==> src/atk_pkg.sv <==
// Shared types, constants and residue helpers for the Atkin prime counter.
// Used by atk_seq, atk_alu, atk_mem and the top level; depends on nothing.
package atk_pkg;

  localparam int unsigned MaxLimitDef = 65535;
  localparam int unsigned CntW        = 16;
  localparam int unsigned LimW        = 16;
  localparam int unsigned ResW        = 4;

  // residues mod 12 that select a toggle for each quadratic form
  localparam logic [ResW-1:0] ResFourA  = 4'd1;
  localparam logic [ResW-1:0] ResFourB  = 4'd5;
  localparam logic [ResW-1:0] ResThreeP = 4'd7;
  localparam logic [ResW-1:0] ResThreeM = 4'd11;
  localparam logic [ResW-1:0] ModLast   = 4'd11;

  typedef enum logic [3:0] {
    ST_IDLE,
    ST_CLEAR,
    ST_FORM,
    ST_TOGGLE,
    ST_ADV_Y,
    ST_ADV_X,
    ST_TRIPLE,
    ST_SQ_TEST,
    ST_SQ_CHECK,
    ST_SQ_CLEAR,
    ST_SQ_NEXT,
    ST_COUNT,
    ST_DRAIN,
    ST_DONE
  } state_e;

  typedef enum logic [1:0] {
    FORM_FOUR,
    FORM_THREE_P,
    FORM_THREE_M
  } form_e;

  function automatic form_e form_next(form_e f);
    form_e g;
    case (f)
      FORM_FOUR:    g = FORM_THREE_P;
      FORM_THREE_P: g = FORM_THREE_M;
      default:      g = FORM_FOUR;
    endcase
    return g;
  endfunction

  // square of a residue, reduced mod 12
  function automatic logic [ResW-1:0] sq_mod12(logic [ResW-1:0] m);
    logic [ResW-1:0] s;
    case (m)
      4'd0, 4'd6:              s = 4'd0;
      4'd1, 4'd5, 4'd7, 4'd11: s = 4'd1;
      4'd2, 4'd4, 4'd8, 4'd10: s = 4'd4;
      4'd3, 4'd9:              s = 4'd9;
      default:                 s = 4'd0;
    endcase
    return s;
  endfunction

  // reduce a value below 60 mod 12 by three compare-subtract steps
  function automatic logic [ResW-1:0] mod12_small(logic [5:0] v);
    logic [5:0] t;
    t = v;
    if (t >= 6'd48) t = t - 6'd48;
    if (t >= 6'd24) t = t - 6'd24;
    if (t >= 6'd12) t = t - 6'd12;
    return t[ResW-1:0];
  endfunction

  // residue test of one form, from x mod 12 and y mod 12
  function automatic logic form_res_ok(form_e f, logic [ResW-1:0] x12,
                                       logic [ResW-1:0] y12);
    logic [5:0]      xm;
    logic [5:0]      ym;
    logic [ResW-1:0] r;
    logic            ok;
    xm = 6'(sq_mod12(x12));
    ym = 6'(sq_mod12(y12));
    case (f)
      FORM_FOUR: begin
        r  = mod12_small((xm << 2) + ym);
        ok = (r == ResFourA) || (r == ResFourB);
      end
      FORM_THREE_P: begin
        r  = mod12_small((xm << 1) + xm + ym);
        ok = (r == ResThreeP);
      end
      default: begin
        r  = mod12_small((xm << 1) + xm + 6'd12 - ym);
        ok = (r == ResThreeM);
      end
    endcase
    return ok;
  endfunction

endpackage

==> src/atk_alu.sv <==
// Shared add/subtract unit with a compare against the active limit.
// The candidates, the squares and the stepping store addresses are formed here; uses atk_pkg.
module atk_alu import atk_pkg::*; #(
  parameter int unsigned W = 19
) (
  input  logic [W-1:0] a_i,
  input  logic [W-1:0] b_i,
  input  logic         sub_i,
  input  logic [W-1:0] lim_i,
  output logic [W-1:0] sum_o,
  output logic         gt_o
);

  always_comb begin
    if (sub_i) begin
      sum_o = a_i - b_i;
    end else begin
      sum_o = a_i + b_i;
    end
    gt_o = (sum_o > lim_i);
  end

endmodule

==> config.mk <==
export PLATFORM = sky130hd
export DESIGN_NAME = atk_alu
export DESIGN_NICKNAME = d
export VERILOG_FILES = /design/src/atk_pkg.sv /design/src/atk_alu.sv
export SDC_FILE = /design/constraint.sdc
export NUM_CORES = 1
export LEC_CHECK = 0
export ABC_AREA = 1
export ABC_CLOCK_PERIOD_IN_PS = 6700
export BUFFER_PORTS_ARGS = -buffer_cell sky130_fd_sc_hd__buf_2
export CAP_MARGIN = 20
export CORE_MARGIN = 3
export CORE_UTILIZATION = 58
export DETAILED_ROUTE_END_ITERATION = 8
export PLACE_DENSITY = 0.91
export SLEW_MARGIN = 5
export SYNTH_ARGS = -nofsm -noshare
export SYNTH_HDL_FRONTEND = slang
export SYNTH_SLANG_ARGS = --single-unit
==> constraint.sdc <==
create_clock -name vclk -period 6.7
set_input_delay 1.34 -clock vclk [all_inputs]
set_output_delay 1.34 -clock vclk [all_outputs]
set_load 0.005 [all_outputs]
==> results.cfg, run 1 <==
[status]
status = completed

[sta]
hold_slack_ns = 3.13
slew_headroom = 0.704
worst_pin_slew_ns = 0.439
period_share = 0.911
tns_ns = 0
max_freq_mhz = 164
rsz0062_at_grt = no
period_minus_slack_ns = 6.10
setup_violations = 0
maxSlewViolCount = 0
finalHoldViolations = 0

[cells_and_area]
finalNetCount = 576
design_area_um2 = 2680
seq_area_um2 = 0
instances_no_fill = 523
seq_cell_count = 0
antenna_cells = 0
clock_buffers = 0
final_cell_mix = nand2_1 (119), buf_2 (78), inv_1 (74)
final_common_cell = nand2_1
drive_gt1_frac = 0.235
area_growth_pct = 19.5

[clocking]
cts_resized = 0
holdBufCountCts = 0
cts_setup_buffers = 0

[worst_setup_path]
worstPathMaxFanout = 6
critPathTopFamily = simple AND/OR/NAND/NOR gates
startpoint_type = primary input
cp_slowest_cell = ha_1
crit_required_ns = 5.36
slowest_delay_ns = 0.39
critPathArrivalTime_ns = 4.76
cp_cell_sequence = buf_2 > inv_1 > ha_1 > nand2_1 > nor2_2 > nand3_2 > o21ai_2 > nand2_1 > xor2_1 > ha_1 > a21oi_1 > o21ai_0 > a21oi_1 > nand3_1 > nand2_1 > nand2_1 > ha_1 > nand3_1 > nor4_1 > nand2_1 > nand2_1 > inv_1 > buf_2
critPathBufInv = 4
crit_type = in -> out
end_kind = output pin
cp_common_cell = nand2_1

[floorplan]
start_util = 0.638
num_io_pins = 78
fp.dieH_um = 68.2
core_um2 = 3520
die_x_um = 68.2
die_area_um2 = 4650
placement_rows = 21

[drt]
finalWirelength_um = 5860
first_pass_iters = 4
vias_per_cell = 5.07
drc = 0
wl_per_cell_um = 11.2
drt_iter0_markers = 70
ant_nets = 0
num_vias = 2649

[synth]
synthCells = 401
yosys_warnings = 0
yosysUniqueCellTypes = 32
yosysSeqAreaShare = 0
syn_nets = 498
syn_area_per_cell_um2 = 5.60
netlist_area_um2 = 2250

[global_routing]
groute.usage.overall = 0.251
grt_pass1_vias = 2256
grt-ovfl-total = 0
grt_max_degree = 14
antenna_found_initial = 0
grt_pass1_wl_um = 9240

[run]
maxCapViolCount = 0

[placement]
place_inst = 523
io_buffers = 78
gp_congestion = 0.925
hpwlAfterDp_um = 5300
placed_area_um2 = 2680

[power_and_ir_drop]
p_leak_nw = 1.67
p_per_area_nw_per_um2 = 128
peakVddDrop_mv = 0.0543

[hold_path]
hold_class = in -> out
==> path summary, 6_finish.rpt <==
check	depth (start not counted)	slack, ns	end	start
worst min-delay path	4	3.13	sum_o[0]	b_i[0]
worst max-delay path	23	0.60	gt_o	b_i[0]
==> stage by stage <==
step,power (mW),setup WS (ns),util
floorplan,0.236,1.27,-
global placement,0.333,0.745,0.762
detailed placement,0.343,0.674,0.762
CTS,0.343,0.674,0.762
global route,0.391,0.280,0.762
finish,0.345,0.596,0.762
==> cell usage after synthesis (all sizes together) <==
cell / instances / area share
ha: 38 / 0.21
fa: 1 / 0.0089
a21o: 1 / 0.0039
nor2: 38 / 0.084
a21oi: 26 / 0.061
nand4: 10 / 0.037
buf: 2 / 0.0045
a31oi: 1 / 0.0028
inv: 82 / 0.14
nor4: 3 / 0.0084
xnor2: 3 / 0.012
nor3: 4 / 0.011
nand3b: 5 / 0.018
o21a: 1 / 0.0033
xor2: 19 / 0.074
o21bai: 3 / 0.010
and3: 1 / 0.0028
nand3: 26 / 0.065
nand2: 126 / 0.22
o21ai: 11 / 0.026
==> area by class of cell <==
class              count  area, µm²
multi-input cells    317       1930
fillers              328        837
repair buffers        78        390
well taps             46       57.6
inverters             82        308
==> power breakdown <==
| part | switching [mW] | leakage (nW) | total (mW) | internal [mW] |
|---|---|---|---|---|
| clock | 0 | 0 | 0 | 0 |
| combinational | 0.206 | 1.67 | 0.345 | 0.139 |
| sequential | 0 | 0 | 0 | 0 |
| total | 0.206 | 1.67 | 0.345 | 0.139 |
==> kinds of logic (layout without fill, tap and decap cells) <==
kind of cell,Yosys count,count (layout),synth area share
buffers and inverters,84,160,0.142
adders and majority gates,39,39,0.221
xor gates and xnor gates,22,22,0.0858
AOI/OAI and AO/OA,43,43,0.108
and+or+nand+nor,213,213,0.445
==> routing by layer <==
metal	vias up	part of all wire	track usage
met5	-	0	0
met4	0	0.0096	0.0273
met3	6	0.051	0.00657
met2	77	0.50	0.489
met1	1137	0.44	0.311
li1	1429	-	-
No activity file was read; power rests on OpenSTA's default activity.
==> inputs of run 2 (changes only) <==
Settings changed: PLACE_DENSITY 0.91 to 0.95.
==> run 2 against run 1 <==
- clock-buffer cell count unchanged
- critical path depth increased by 1
- sequential cell count unchanged
- die area unchanged
- final cell count is the same
- hold slack lost 0.0030 ns
- utilization unchanged
- global-route usage increased by 1.9 points
- via count up 0.64%
- sequential share of layout area unchanged
- first-iteration DRC count is 33% higher
- critical path type unchanged
==> results.cfg, run 2 (same netlist as run 1, synthesis figures left out) <==
[cells_and_area]
final_common_cell = nand2_1
seq_cell_count = 0
antenna_cells = 0
final_cell_mix = nand2_1 (119), buf_2 (78), inv_1 (74)
finalNetCount = 576
seq_area_um2 = 0
drive_gt1_frac = 0.235
clock_buffers = 0
area_growth_pct = 19.5
num-fill-cells = 313

[global_routing]
grt_pass1_wl_um = 10100
grt_max_degree = 14
antenna_found_initial = 0
grt_pass1_vias = 2448
grt-ovfl-total = 0
groute.usage.overall = 0.270

[sta]
worst_pin_slew_ns = 0.450
setup_violations = 0
max_freq_mhz = 165
hold_slack_ns = 3.12
rsz0062_at_grt = no
finalHoldViolations = 0
period_minus_slack_ns = 6.04
slew_headroom = 0.697
tns_ns = 0
period_share = 0.902
maxSlewViolCount = 0

[worst_setup_path]
critPathTopFamily = simple AND/OR/NAND/NOR gates
slowest_delay_ns = 0.39
critPathBufInv = 4
startpoint_type = primary input
worstPathMaxFanout = 6
critPathArrivalTime_ns = 4.70
crit_type = in -> out
crit_required_ns = 5.36
cp_common_cell = nand2_1
end_kind = output pin
cp_cell_sequence = buf_2 > inv_1 > ha_1 > nand2_1 > nor2_2 > nand3_2 > o21ai_2 > nand2_1 > xor2_1 > ha_1 > a21oi_1 > o21ai_0 > a21oi_1 > nand3_1 > nand2_1 > nand2_1 > ha_1 > nand3_1 > nor3_1 > nand3b_1 > nand3_1 > nand2_1 > inv_1 > buf_2
cp_slowest_cell = ha_1

[drt]
vias_per_cell = 5.10
drc = 0
finalWirelength_um = 6050
first_pass_iters = 4
wl_per_cell_um = 11.6
drt_iter0_markers = 93
ant_nets = 0
num_vias = 2666

[floorplan]
start_util = 0.638
placement_rows = 21
core_um2 = 3520
fp.dieH_um = 68.2
die_x_um = 68.2
die_area_um2 = 4650
num_io_pins = 78

[hold_path]
whs_endpoint = sum_o[0]
hold_class = in -> out
holdPathStages = 4
min_from = b_i[0]

[clocking]
holdBufCountCts = 0
cts_setup_buffers = 0
cts_resized = 0

[placement]
hpwlAfterDp_um = 5540
io_buffers = 78
gp_congestion = 0.922

[power_and_ir_drop]
p_leak_nw = 1.67
peakVddDrop_mv = 0.0570
p_per_area_nw_per_um2 = 130

[run]
maxCapViolCount = 0

[status]
status = completed
## run 2: cell counts in the layout (fill, tap and decap cells not counted)
No cell type changed its count.
## run 2: area by class of cell
type / count / area [µm²] / share of cell area
multi-input combinational: 317 / 1930 / 0.718
tap: 46 / 57.6 / 0.0214
timing repair buffer: 78 / 390 / 0.145
inverter: 82 / 308 / 0.115
## run 2: stage by stage
step / utilization / worst slack, ns / cell area [µm²] / total power, mW / instances
after floorplan: - / 1.27 / 2250 / 0.236 / 401
after global placement: 0.762 / 0.734 / 2680 / 0.333 / 523
after detailed placement: 0.762 / 0.635 / 2680 / 0.345 / 523
after CTS: 0.762 / 0.633 / 2680 / 0.346 / 523
after global routing: 0.762 / 0.280 / 2680 / 0.396 / 523
final: 0.762 / 0.657 / 2680 / 0.348 / 523
## run 2: worst max-delay path by stage
stage | from | end | slack, ns | depth (start not counted)
final | b_i[0] | gt_o | 0.66 | 24
after CTS | b_i[0] | gt_o | 0.63 | 24
after floorplan | b_i[0] | gt_o | 1.27 | 23
after global routing | b_i[1] | gt_o | 0.28 | 23
after detailed placement | b_i[0] | gt_o | 0.63 | 24
after global placement | b_i[0] | gt_o | 0.73 | 24
## run 2: tightest hold or removal path, stage by stage
cell and delay, ns:
buf_2 0.11, ha_1 0.17, inv_1 0.05, buf_2 0.12
## run 2: power by group
group / internal [mW] / switching (mW) / leakage, nW
clock network: 0 / 0 / 0
registers: 0 / 0 / 0
logic: 0.139 / 0.209 / 1.67
total: 0.139 / 0.209 / 1.67
## run 2: routing by layer
metal,part of all wire,track usage
met1,0.43,0.333
met2,0.48,0.517
met3,0.071,0.00328
met4,0.021,0.0571
met5,0,0
