**config.mk**
```make
export PLATFORM = sky130hd
export DESIGN_NAME = atk_seq
export DESIGN_NICKNAME = d
export VERILOG_FILES = /design/src/atk_pkg.sv /design/src/atk_seq.sv
export SDC_FILE = /design/constraint.sdc
export NUM_CORES = 1
export LEC_CHECK = 0
export ABC_CLOCK_PERIOD_IN_PS = 4700
export BUFFER_PORTS_ARGS = -buffer_cell sky130_fd_sc_hd__clkbuf_2
export CAP_MARGIN = 20
export CORE_UTILIZATION = 40
export DETAILED_ROUTE_END_ITERATION = 10
export PLACE_DENSITY = 0.7
export SYNTH_ARGS = -nofsm -noshare
export SYNTH_HDL_FRONTEND = slang
export SYNTH_SLANG_ARGS = --single-unit
```
**constraint.sdc**
```tcl
create_clock -name clk_i -period 4.7 [get_ports clk_i]
set_input_delay 0.235 -clock clk_i [delete_from_list [all_inputs] [get_ports clk_i]]
set_output_delay 0.235 -clock clk_i [all_outputs]
set_load 0.1 [all_outputs]
```
**src/atk_pkg.sv**
```systemverilog
// Shared types, constants and residue helpers for the Atkin prime counter.
// Used by atk_seq, atk_alu, atk_mem and the top level; depends on nothing.
package atk_pkg;

  localparam int unsigned MaxLimitDef = 65535;
  localparam int unsigned CntW        = 16;
  localparam int unsigned LimW        = 16;
  localparam int unsigned ResW        = 4;

  // residues mod 12 that select a toggle for each quadratic form
  localparam logic [ResW-1:0] ResFourA  = 4'd1;
  localparam logic [ResW-1:0] ResFourB  = 4'd5;
  localparam logic [ResW-1:0] ResThreeP = 4'd7;
  localparam logic [ResW-1:0] ResThreeM = 4'd11;
  localparam logic [ResW-1:0] ModLast   = 4'd11;

  typedef enum logic [3:0] {
    ST_IDLE,
    ST_CLEAR,
    ST_FORM,
    ST_TOGGLE,
    ST_ADV_Y,
    ST_ADV_X,
    ST_TRIPLE,
    ST_SQ_TEST,
    ST_SQ_CHECK,
    ST_SQ_CLEAR,
    ST_SQ_NEXT,
    ST_COUNT,
    ST_DRAIN,
    ST_DONE
  } state_e;

  typedef enum logic [1:0] {
    FORM_FOUR,
    FORM_THREE_P,
    FORM_THREE_M
  } form_e;

  function automatic form_e form_next(form_e f);
    form_e g;
    case (f)
      FORM_FOUR:    g = FORM_THREE_P;
      FORM_THREE_P: g = FORM_THREE_M;
      default:      g = FORM_FOUR;
    endcase
    return g;
  endfunction

  // square of a residue, reduced mod 12
  function automatic logic [ResW-1:0] sq_mod12(logic [ResW-1:0] m);
    logic [ResW-1:0] s;
    case (m)
      4'd0, 4'd6:              s = 4'd0;
      4'd1, 4'd5, 4'd7, 4'd11: s = 4'd1;
      4'd2, 4'd4, 4'd8, 4'd10: s = 4'd4;
      4'd3, 4'd9:              s = 4'd9;
      default:                 s = 4'd0;
    endcase
    return s;
  endfunction

  // reduce a value below 60 mod 12 by three compare-subtract steps
  function automatic logic [ResW-1:0] mod12_small(logic [5:0] v);
    logic [5:0] t;
    t = v;
    if (t >= 6'd48) t = t - 6'd48;
    if (t >= 6'd24) t = t - 6'd24;
    if (t >= 6'd12) t = t - 6'd12;
    return t[ResW-1:0];
  endfunction

  // residue test of one form, from x mod 12 and y mod 12
  function automatic logic form_res_ok(form_e f, logic [ResW-1:0] x12,
                                       logic [ResW-1:0] y12);
    logic [5:0]      xm;
    logic [5:0]      ym;
    logic [ResW-1:0] r;
    logic            ok;
    xm = 6'(sq_mod12(x12));
    ym = 6'(sq_mod12(y12));
    case (f)
      FORM_FOUR: begin
        r  = mod12_small((xm << 2) + ym);
        ok = (r == ResFourA) || (r == ResFourB);
      end
      FORM_THREE_P: begin
        r  = mod12_small((xm << 1) + xm + ym);
        ok = (r == ResThreeP);
      end
      default: begin
        r  = mod12_small((xm << 1) + xm + 6'd12 - ym);
        ok = (r == ResThreeM);
      end
    endcase
    return ok;
  endfunction

endpackage

```
**src/atk_seq.sv**
```systemverilog
// Sequencer of the prime counter: clear pass, quadratic-form toggles,
// square-multiple clears and the final count. Drives atk_alu and atk_mem.
module atk_seq import atk_pkg::*; #(
  parameter int unsigned MAX_LIMIT = MaxLimitDef,
  parameter int unsigned LW        = 16,
  parameter int unsigned NW        = 19,
  parameter int unsigned RW        = 9
) (
  input  logic            clk_i,
  input  logic            rst_ni,
  input  logic            in_valid_i,
  output logic            in_ready_o,
  input  logic [LimW-1:0] limit_i,
  output logic            out_valid_o,
  input  logic            out_ready_i,
  output logic [CntW-1:0] prime_count_o,
  output logic [NW-1:0]   alu_a_o,
  output logic [NW-1:0]   alu_b_o,
  output logic            alu_sub_o,
  output logic [NW-1:0]   alu_lim_o,
  input  logic [NW-1:0]   alu_sum_i,
  input  logic            alu_gt_i,
  output logic            mem_we_o,
  output logic [LW-1:0]   mem_waddr_o,
  output logic            mem_wdata_o,
  output logic            mem_re_o,
  output logic [LW-1:0]   mem_raddr_o,
  input  logic            mem_rdata_i
);

  state_e          state_q, state_d;
  form_e           form_q, form_d;
  logic [LW-1:0]   lim_q, lim_d, lim_sat;
  logic [LW-1:0]   ptr_q, ptr_d;
  logic [LW-1:0]   n_q, n_d;
  logic [RW-1:0]   x_q, x_d, y_q, y_d, r_q, r_d;
  logic [ResW-1:0] x12_q, x12_d, y12_q, y12_d;
  logic [LW-1:0]   xx_q, xx_d, yy_q, yy_d;
  logic [NW-1:0]   xx3_q, xx3_d, rr_q, rr_d;
  logic [CntW-1:0] cnt_q, cnt_d;
  logic            pend_q, pend_d;
  logic            out_valid_q, out_valid_d;
  logic [CntW-1:0] out_cnt_q, out_cnt_d;
  logic            form_ok;
  logic            accept;
  logic            out_free;

  assign accept    = in_valid_i && in_ready_o;
  assign out_free  = !out_valid_q || out_ready_i;
  assign alu_lim_o = NW'(lim_q);

  always_comb begin
    if (32'(limit_i) > 32'(MAX_LIMIT)) begin
      lim_sat = LW'(MAX_LIMIT);
    end else begin
      lim_sat = LW'(limit_i);
    end
  end

  // operand selection for the shared unit
  always_comb begin
    alu_a_o   = '0;
    alu_b_o   = '0;
    alu_sub_o = 1'b0;
    case (state_q)
      ST_CLEAR, ST_COUNT: begin
        alu_a_o = NW'(ptr_q);
        alu_b_o = NW'(1);
      end
      ST_FORM: begin
        case (form_q)
          FORM_FOUR: begin
            alu_a_o = NW'(xx_q) << 2;
            alu_b_o = NW'(yy_q);
          end
          FORM_THREE_P: begin
            alu_a_o = xx3_q;
            alu_b_o = NW'(yy_q);
          end
          default: begin
            alu_a_o   = xx3_q;
            alu_b_o   = NW'(yy_q);
            alu_sub_o = 1'b1;
          end
        endcase
      end
      ST_ADV_Y: begin
        alu_a_o = NW'(yy_q);
        alu_b_o = NW'({y_q, 1'b1});
      end
      ST_ADV_X: begin
        alu_a_o = NW'(xx_q);
        alu_b_o = NW'({x_q, 1'b1});
      end
      ST_TRIPLE: begin
        alu_a_o = NW'(xx_q);
        alu_b_o = NW'(xx_q) << 1;
      end
      ST_SQ_TEST: begin
        alu_a_o = rr_q;
      end
      ST_SQ_CLEAR: begin
        alu_a_o = NW'(ptr_q);
        alu_b_o = rr_q;
      end
      ST_SQ_NEXT: begin
        alu_a_o = rr_q;
        alu_b_o = NW'({r_q, 1'b1});
      end
      default: begin
        alu_a_o = '0;
      end
    endcase
  end

  always_comb begin
    case (form_q)
      FORM_THREE_M: form_ok = (x_q > y_q) && !alu_gt_i &&
                              form_res_ok(form_q, x12_q, y12_q);
      default:      form_ok = !alu_gt_i && form_res_ok(form_q, x12_q, y12_q);
    endcase
  end

  // next state
  always_comb begin
    state_d = state_q;
    case (state_q)
      ST_IDLE: begin
        if (in_valid_i) begin
          state_d = (lim_sat < LW'(2)) ? ST_DONE : ST_CLEAR;
        end
      end
      ST_CLEAR: begin
        if (ptr_q == lim_q) state_d = ST_FORM;
      end
      ST_FORM: begin
        if (form_ok) begin
          state_d = ST_TOGGLE;
        end else if (form_q == FORM_THREE_M) begin
          state_d = ST_ADV_Y;
        end
      end
      ST_TOGGLE: begin
        state_d = (form_q == FORM_THREE_M) ? ST_ADV_Y : ST_FORM;
      end
      ST_ADV_Y: begin
        state_d = alu_gt_i ? ST_ADV_X : ST_FORM;
      end
      ST_ADV_X: begin
        state_d = alu_gt_i ? ST_SQ_TEST : ST_TRIPLE;
      end
      ST_TRIPLE: begin
        state_d = ST_FORM;
      end
      ST_SQ_TEST: begin
        if (alu_gt_i) begin
          state_d = (lim_q < LW'(5)) ? ST_DONE : ST_COUNT;
        end else begin
          state_d = ST_SQ_CHECK;
        end
      end
      ST_SQ_CHECK: begin
        state_d = mem_rdata_i ? ST_SQ_CLEAR : ST_SQ_NEXT;
      end
      ST_SQ_CLEAR: begin
        if (alu_gt_i) state_d = ST_SQ_NEXT;
      end
      ST_SQ_NEXT: begin
        state_d = ST_SQ_TEST;
      end
      ST_COUNT: begin
        if (alu_gt_i) state_d = ST_DRAIN;
      end
      ST_DRAIN: begin
        state_d = ST_DONE;
      end
      ST_DONE: begin
        if (out_free) state_d = ST_IDLE;
      end
      default: begin
        state_d = ST_IDLE;
      end
    endcase
  end

  // datapath and memory controls
  always_comb begin
    form_d      = form_q;
    lim_d       = lim_q;
    ptr_d       = ptr_q;
    n_d         = n_q;
    x_d         = x_q;
    y_d         = y_q;
    r_d         = r_q;
    x12_d       = x12_q;
    y12_d       = y12_q;
    xx_d        = xx_q;
    yy_d        = yy_q;
    xx3_d       = xx3_q;
    rr_d        = rr_q;
    cnt_d       = cnt_q;
    pend_d      = 1'b0;
    out_valid_d = out_valid_q && !out_ready_i;
    out_cnt_d   = out_cnt_q;
    mem_we_o    = 1'b0;
    mem_waddr_o = ptr_q;
    mem_wdata_o = 1'b0;
    mem_re_o    = 1'b0;
    mem_raddr_o = ptr_q;
    in_ready_o  = 1'b0;
    case (state_q)
      ST_IDLE: begin
        in_ready_o = 1'b1;
        if (accept) begin
          lim_d = lim_sat;
          ptr_d = '0;
          cnt_d = '0;
        end
      end
      ST_CLEAR: begin
        mem_we_o = 1'b1;
        ptr_d    = alu_sum_i[LW-1:0];
        if (ptr_q == lim_q) begin
          x_d    = RW'(1);
          y_d    = RW'(1);
          x12_d  = ResW'(1);
          y12_d  = ResW'(1);
          xx_d   = LW'(1);
          yy_d   = LW'(1);
          xx3_d  = NW'(3);
          form_d = FORM_FOUR;
        end
      end
      ST_FORM: begin
        n_d         = alu_sum_i[LW-1:0];
        mem_raddr_o = alu_sum_i[LW-1:0];
        if (form_ok) begin
          mem_re_o = 1'b1;
        end else if (form_q != FORM_THREE_M) begin
          form_d = form_next(form_q);
        end
      end
      ST_TOGGLE: begin
        mem_we_o    = 1'b1;
        mem_waddr_o = n_q;
        mem_wdata_o = !mem_rdata_i;
        if (form_q != FORM_THREE_M) form_d = form_next(form_q);
      end
      ST_ADV_Y: begin
        form_d = FORM_FOUR;
        if (alu_gt_i) begin
          y_d   = RW'(1);
          yy_d  = LW'(1);
          y12_d = ResW'(1);
        end else begin
          y_d   = y_q + RW'(1);
          yy_d  = alu_sum_i[LW-1:0];
          y12_d = (y12_q == ModLast) ? '0 : y12_q + ResW'(1);
        end
      end
      ST_ADV_X: begin
        if (alu_gt_i) begin
          r_d  = RW'(5);
          rr_d = NW'(25);
        end else begin
          x_d   = x_q + RW'(1);
          xx_d  = alu_sum_i[LW-1:0];
          x12_d = (x12_q == ModLast) ? '0 : x12_q + ResW'(1);
        end
      end
      ST_TRIPLE: begin
        xx3_d = alu_sum_i;
      end
      ST_SQ_TEST: begin
        mem_raddr_o = LW'(r_q);
        if (alu_gt_i) begin
          cnt_d = (lim_q >= LW'(3)) ? CntW'(2) : CntW'(1);
          ptr_d = LW'(5);
        end else begin
          mem_re_o = 1'b1;
        end
      end
      ST_SQ_CHECK: begin
        ptr_d = rr_q[LW-1:0];
      end
      ST_SQ_CLEAR: begin
        mem_we_o = 1'b1;
        ptr_d    = alu_sum_i[LW-1:0];
      end
      ST_SQ_NEXT: begin
        rr_d = alu_sum_i;
        r_d  = r_q + RW'(1);
      end
      ST_COUNT: begin
        mem_re_o = 1'b1;
        pend_d   = 1'b1;
        ptr_d    = alu_sum_i[LW-1:0];
        if (pend_q && mem_rdata_i) cnt_d = cnt_q + CntW'(1);
      end
      ST_DRAIN: begin
        if (pend_q && mem_rdata_i) cnt_d = cnt_q + CntW'(1);
      end
      ST_DONE: begin
        if (out_free) begin
          out_valid_d = 1'b1;
          out_cnt_d   = cnt_q;
        end
      end
      default: begin
        pend_d = 1'b0;
      end
    endcase
  end

  always_ff @(posedge clk_i or negedge rst_ni) begin
    if (!rst_ni) begin
      state_q     <= ST_IDLE;
      pend_q      <= 1'b0;
      out_valid_q <= 1'b0;
    end else begin
      state_q     <= state_d;
      pend_q      <= pend_d;
      out_valid_q <= out_valid_d;
    end
  end

  always_ff @(posedge clk_i) begin
    form_q    <= form_d;
    lim_q     <= lim_d;
    ptr_q     <= ptr_d;
    n_q       <= n_d;
    x_q       <= x_d;
    y_q       <= y_d;
    r_q       <= r_d;
    x12_q     <= x12_d;
    y12_q     <= y12_d;
    xx_q      <= xx_d;
    yy_q      <= yy_d;
    xx3_q     <= xx3_d;
    rr_q      <= rr_d;
    cnt_q     <= cnt_d;
    out_cnt_q <= out_cnt_d;
  end

  assign out_valid_o   = out_valid_q;
  assign prime_count_o = out_cnt_q;

endmodule

```
==> metrics.txt <==
outcome finished with violations; violated checks setup timing; largest net degree at the start of global routing 50; placed cell count 1,626; Mapped Area 11,600 um^2; worst slew pin tran 1.03 ns; final setup TNS -0.781 ns; Ant. Diodes 0; critical-path cell list inv_4 -> fa_2 -> buf_4 -> buf_4 -> and3b_2 -> o32ai_1 -> a41oi_2 -> o31a_1 -> buf_4 -> nand2_1 -> nand2b_4 -> ha_4 -> or3_1 -> o311a_1 -> a31oi_1 -> or3_1 -> a21oi_2 -> nor3_2 -> nor3_1 -> a221o_2 -> buf_12; via count 10,000; Final Slew Violations 0; vias per cell 5.97; root buf cell clkbuf_16; final worst slack -0.546 ns; Routed Wire Length 35,000 um; unrepaired setup endpoints after global routing yes; fmax 0.191 GHz; register area share after synthesis 0.508; gr usage total 0.237; Hold Violations, Final 0; Sink Count 199; area of the core 28,200 um^2; Initial Util 0.411; share of layout cells above drive strength 1 0.228; Main synth FF type edfxtp_1; CP required 4.47 ns; total grt overflow 0; HP Class in2reg; Area Growth Syn to Fin 24.4%; Tmin final 5.25 ns; CP max stage cell fa_2; Max FO, Critical Path 7; DP HPWL 24,500 um; Post-synth EDFFs 187; CTS tree built; Synth async-reset ratio 0.0302; Mean Syn Cell Area 10.5 um^2; first-pass GRT wire length 53,500 um; Die H 172 um; FILL cells 2,488; Cells after Synth 1,105; Routability Congestion 0.911; port bufs 148; Yosys cell types 82; Num CTS Buffers 17; Worst setup EP type output port; fin area 14,400 um^2; initial antenna violation count 0; Worst path most repeated cell buf_4; # IOs 152; skew final 0.0245 ns; synth top area cells edfxtp_1 48%, nand2_1 4.3%, ha_1 4.1%; wire length per cell 20.8 um; crit-path max cell delay 0.56 ns; WS Path Type reg2out; Synth top area share 0.485; die area 29,600 um^2; H-tree Lvls 4; Slew HR 0.311; site row count 61; flops & latches, synth 199; final setup fails 4; Post-route DRC 0; fin cells 1,683; total of max-cap violations 0; die width 172 um; placed cell areas 13,400 um^2; 1st-pass router iterations 7; final worst path period share 1.12; insertion delay to the later sink of the worst-skew pair 0.45 ns; CP Launch Type flip-flop; DRT antenna net count 0; Synth area leader edfxtp_1; 1st-iter DRT viols 1,231; Bufs on Longest Clock Path 2; worst path arrival time 5.01 ns; Synth Warn # 0; vias in the first global route 9,458; clock-pin slew on the worst setup and hold paths 0.07 ns; Final #Nets 1,374
[metal layers]
layer  GRT usage  up-vias  routed length [um]
li1            -     4458                   -
met1       0.326     4910               14500
met2       0.381      621               16500
met3      0.0481       59                3340
met4      0.0589        0                 705
met5           0        -                   0
[cell type report]
cell class                      instances  area (um^2)  share of cell area
Clock inverter                         15          193              0.0134
Timing Repair Buffer                  225         1800               0.125
Tap cell                              378          473              0.0328
Multi-Input combinational cell        801         5440               0.377
Sequential cell                       199         5890               0.409
Inverter                               48          183              0.0127
Clock buffer                           17          425              0.0295
[flip-flops by register name, summed over array words and instances (netlist names), named ones only]
name	count
cnt_q	16
form_q	2
lim_q	16
n_q	16
out_valid_o	1
pend_q	1
prime_count_o	16
ptr_q	16
r_q	9
rr_q	19
state_q	4
x12_q	4
x_q	9
xx3_q	19
xx_q	16
y12_q	4
y_q	9
yy_q	16
[kinds of logic (layout without fill, tap and decap cells)]
group / after synthesis / after routing / synth area share
AND/OR/NAND/NOR: 445 / 445 / 0.190
other: 1 / 3 / 0.000324
AO/OA/AOI/OAI: 219 / 219 / 0.144
flip-flops: 199 / 199 / 0.508
multiplexers: 22 / 22 / 0.0190
adder cells (fa/ha/maj): 41 / 41 / 0.0462
XOR/XNOR: 71 / 71 / 0.0562
buffers and inverters: 107 / 305 / 0.0369
[cell usage in the layout, fill, tap and decap left out, drive strengths merged, types with 38 or more instances in the layout]
cell and n:
nor2 94, clkbuf 134, ha 38, xor2 39, inv 56, edfxtp 187, buf 92, and3 46
nand2 134, a22oi 58, and2 41
[critical path: cells and delay by family, from the launching register on]
family	cells	cell delay, ns
AOI/OAI and AO/OA	7	1.72
adders and majority gates	2	0.72
DFF	1	0.36
and+or+nand+nor	7	1.18
buffers and inverters	5	0.61
[through the flow]
step	hold slack, ns	util	setup WS, ns
after floorplan	-0.0606	-	-0.172
after global placement	0.0737	0.477	-0.0345
after detailed placement	0.0735	0.477	-0.208
after CTS	0.0108	0.509	-0.408
after global routing	0.00392	0.511	-0.746
final	0.0144	0.511	-0.546
[synth_stat cells (5+ instances only)]
cell,number
and2_1,39
dfrtp_1,6
clkbuf_1,47
nand2_1,133
inv_1,47
a21oi_1,28
or2_2,5
nor2b_1,11
xnor2_1,29
edfxtp_1,187
nand2b_1,15
nor2_1,94
a221oi_1,16
a22o_1,23
and3_1,46
a222oi_1,8
buf_4,5
ha_1,38
nand3_1,34
dfxtp_1,6
buf_1,6
mux2i_1,22
xor2_1,39
nor3_1,15
o21ai_0,27
nor4_1,11
a22oi_1,58
or3_1,10
nand4_1,11
[final timing paths]
path	slack (ns)	to	cells past startpoint	start
setup / recovery	-0.55	mem_re_o	21	flip-flop
hold / removal	0.01	lim_q[0]	1	limit_i[0]
setup reg to reg	-0.08	form_q[1]	22	flip-flop
hold reg to reg	0.48	prime_count_o[15]	0	cnt_q[15]
max in group asynchronous	4.37	state_q[1]	2	rst_ni
min in group asynchronous	0.17	out_valid_o	2	rst_ni
[repair_timing]
item,in CTS,in global routing
resized for setup,15,10
hold endpoints to repair,21,0
gates cloned,0,0
pin swaps,16,16
setup endpoints to repair,6,6
hold buffers,16,0
buffers inserted,6,3
Power is not shown: default switching activity piles up to over one toggle a cycle in this logic, so the estimate is an artifact.
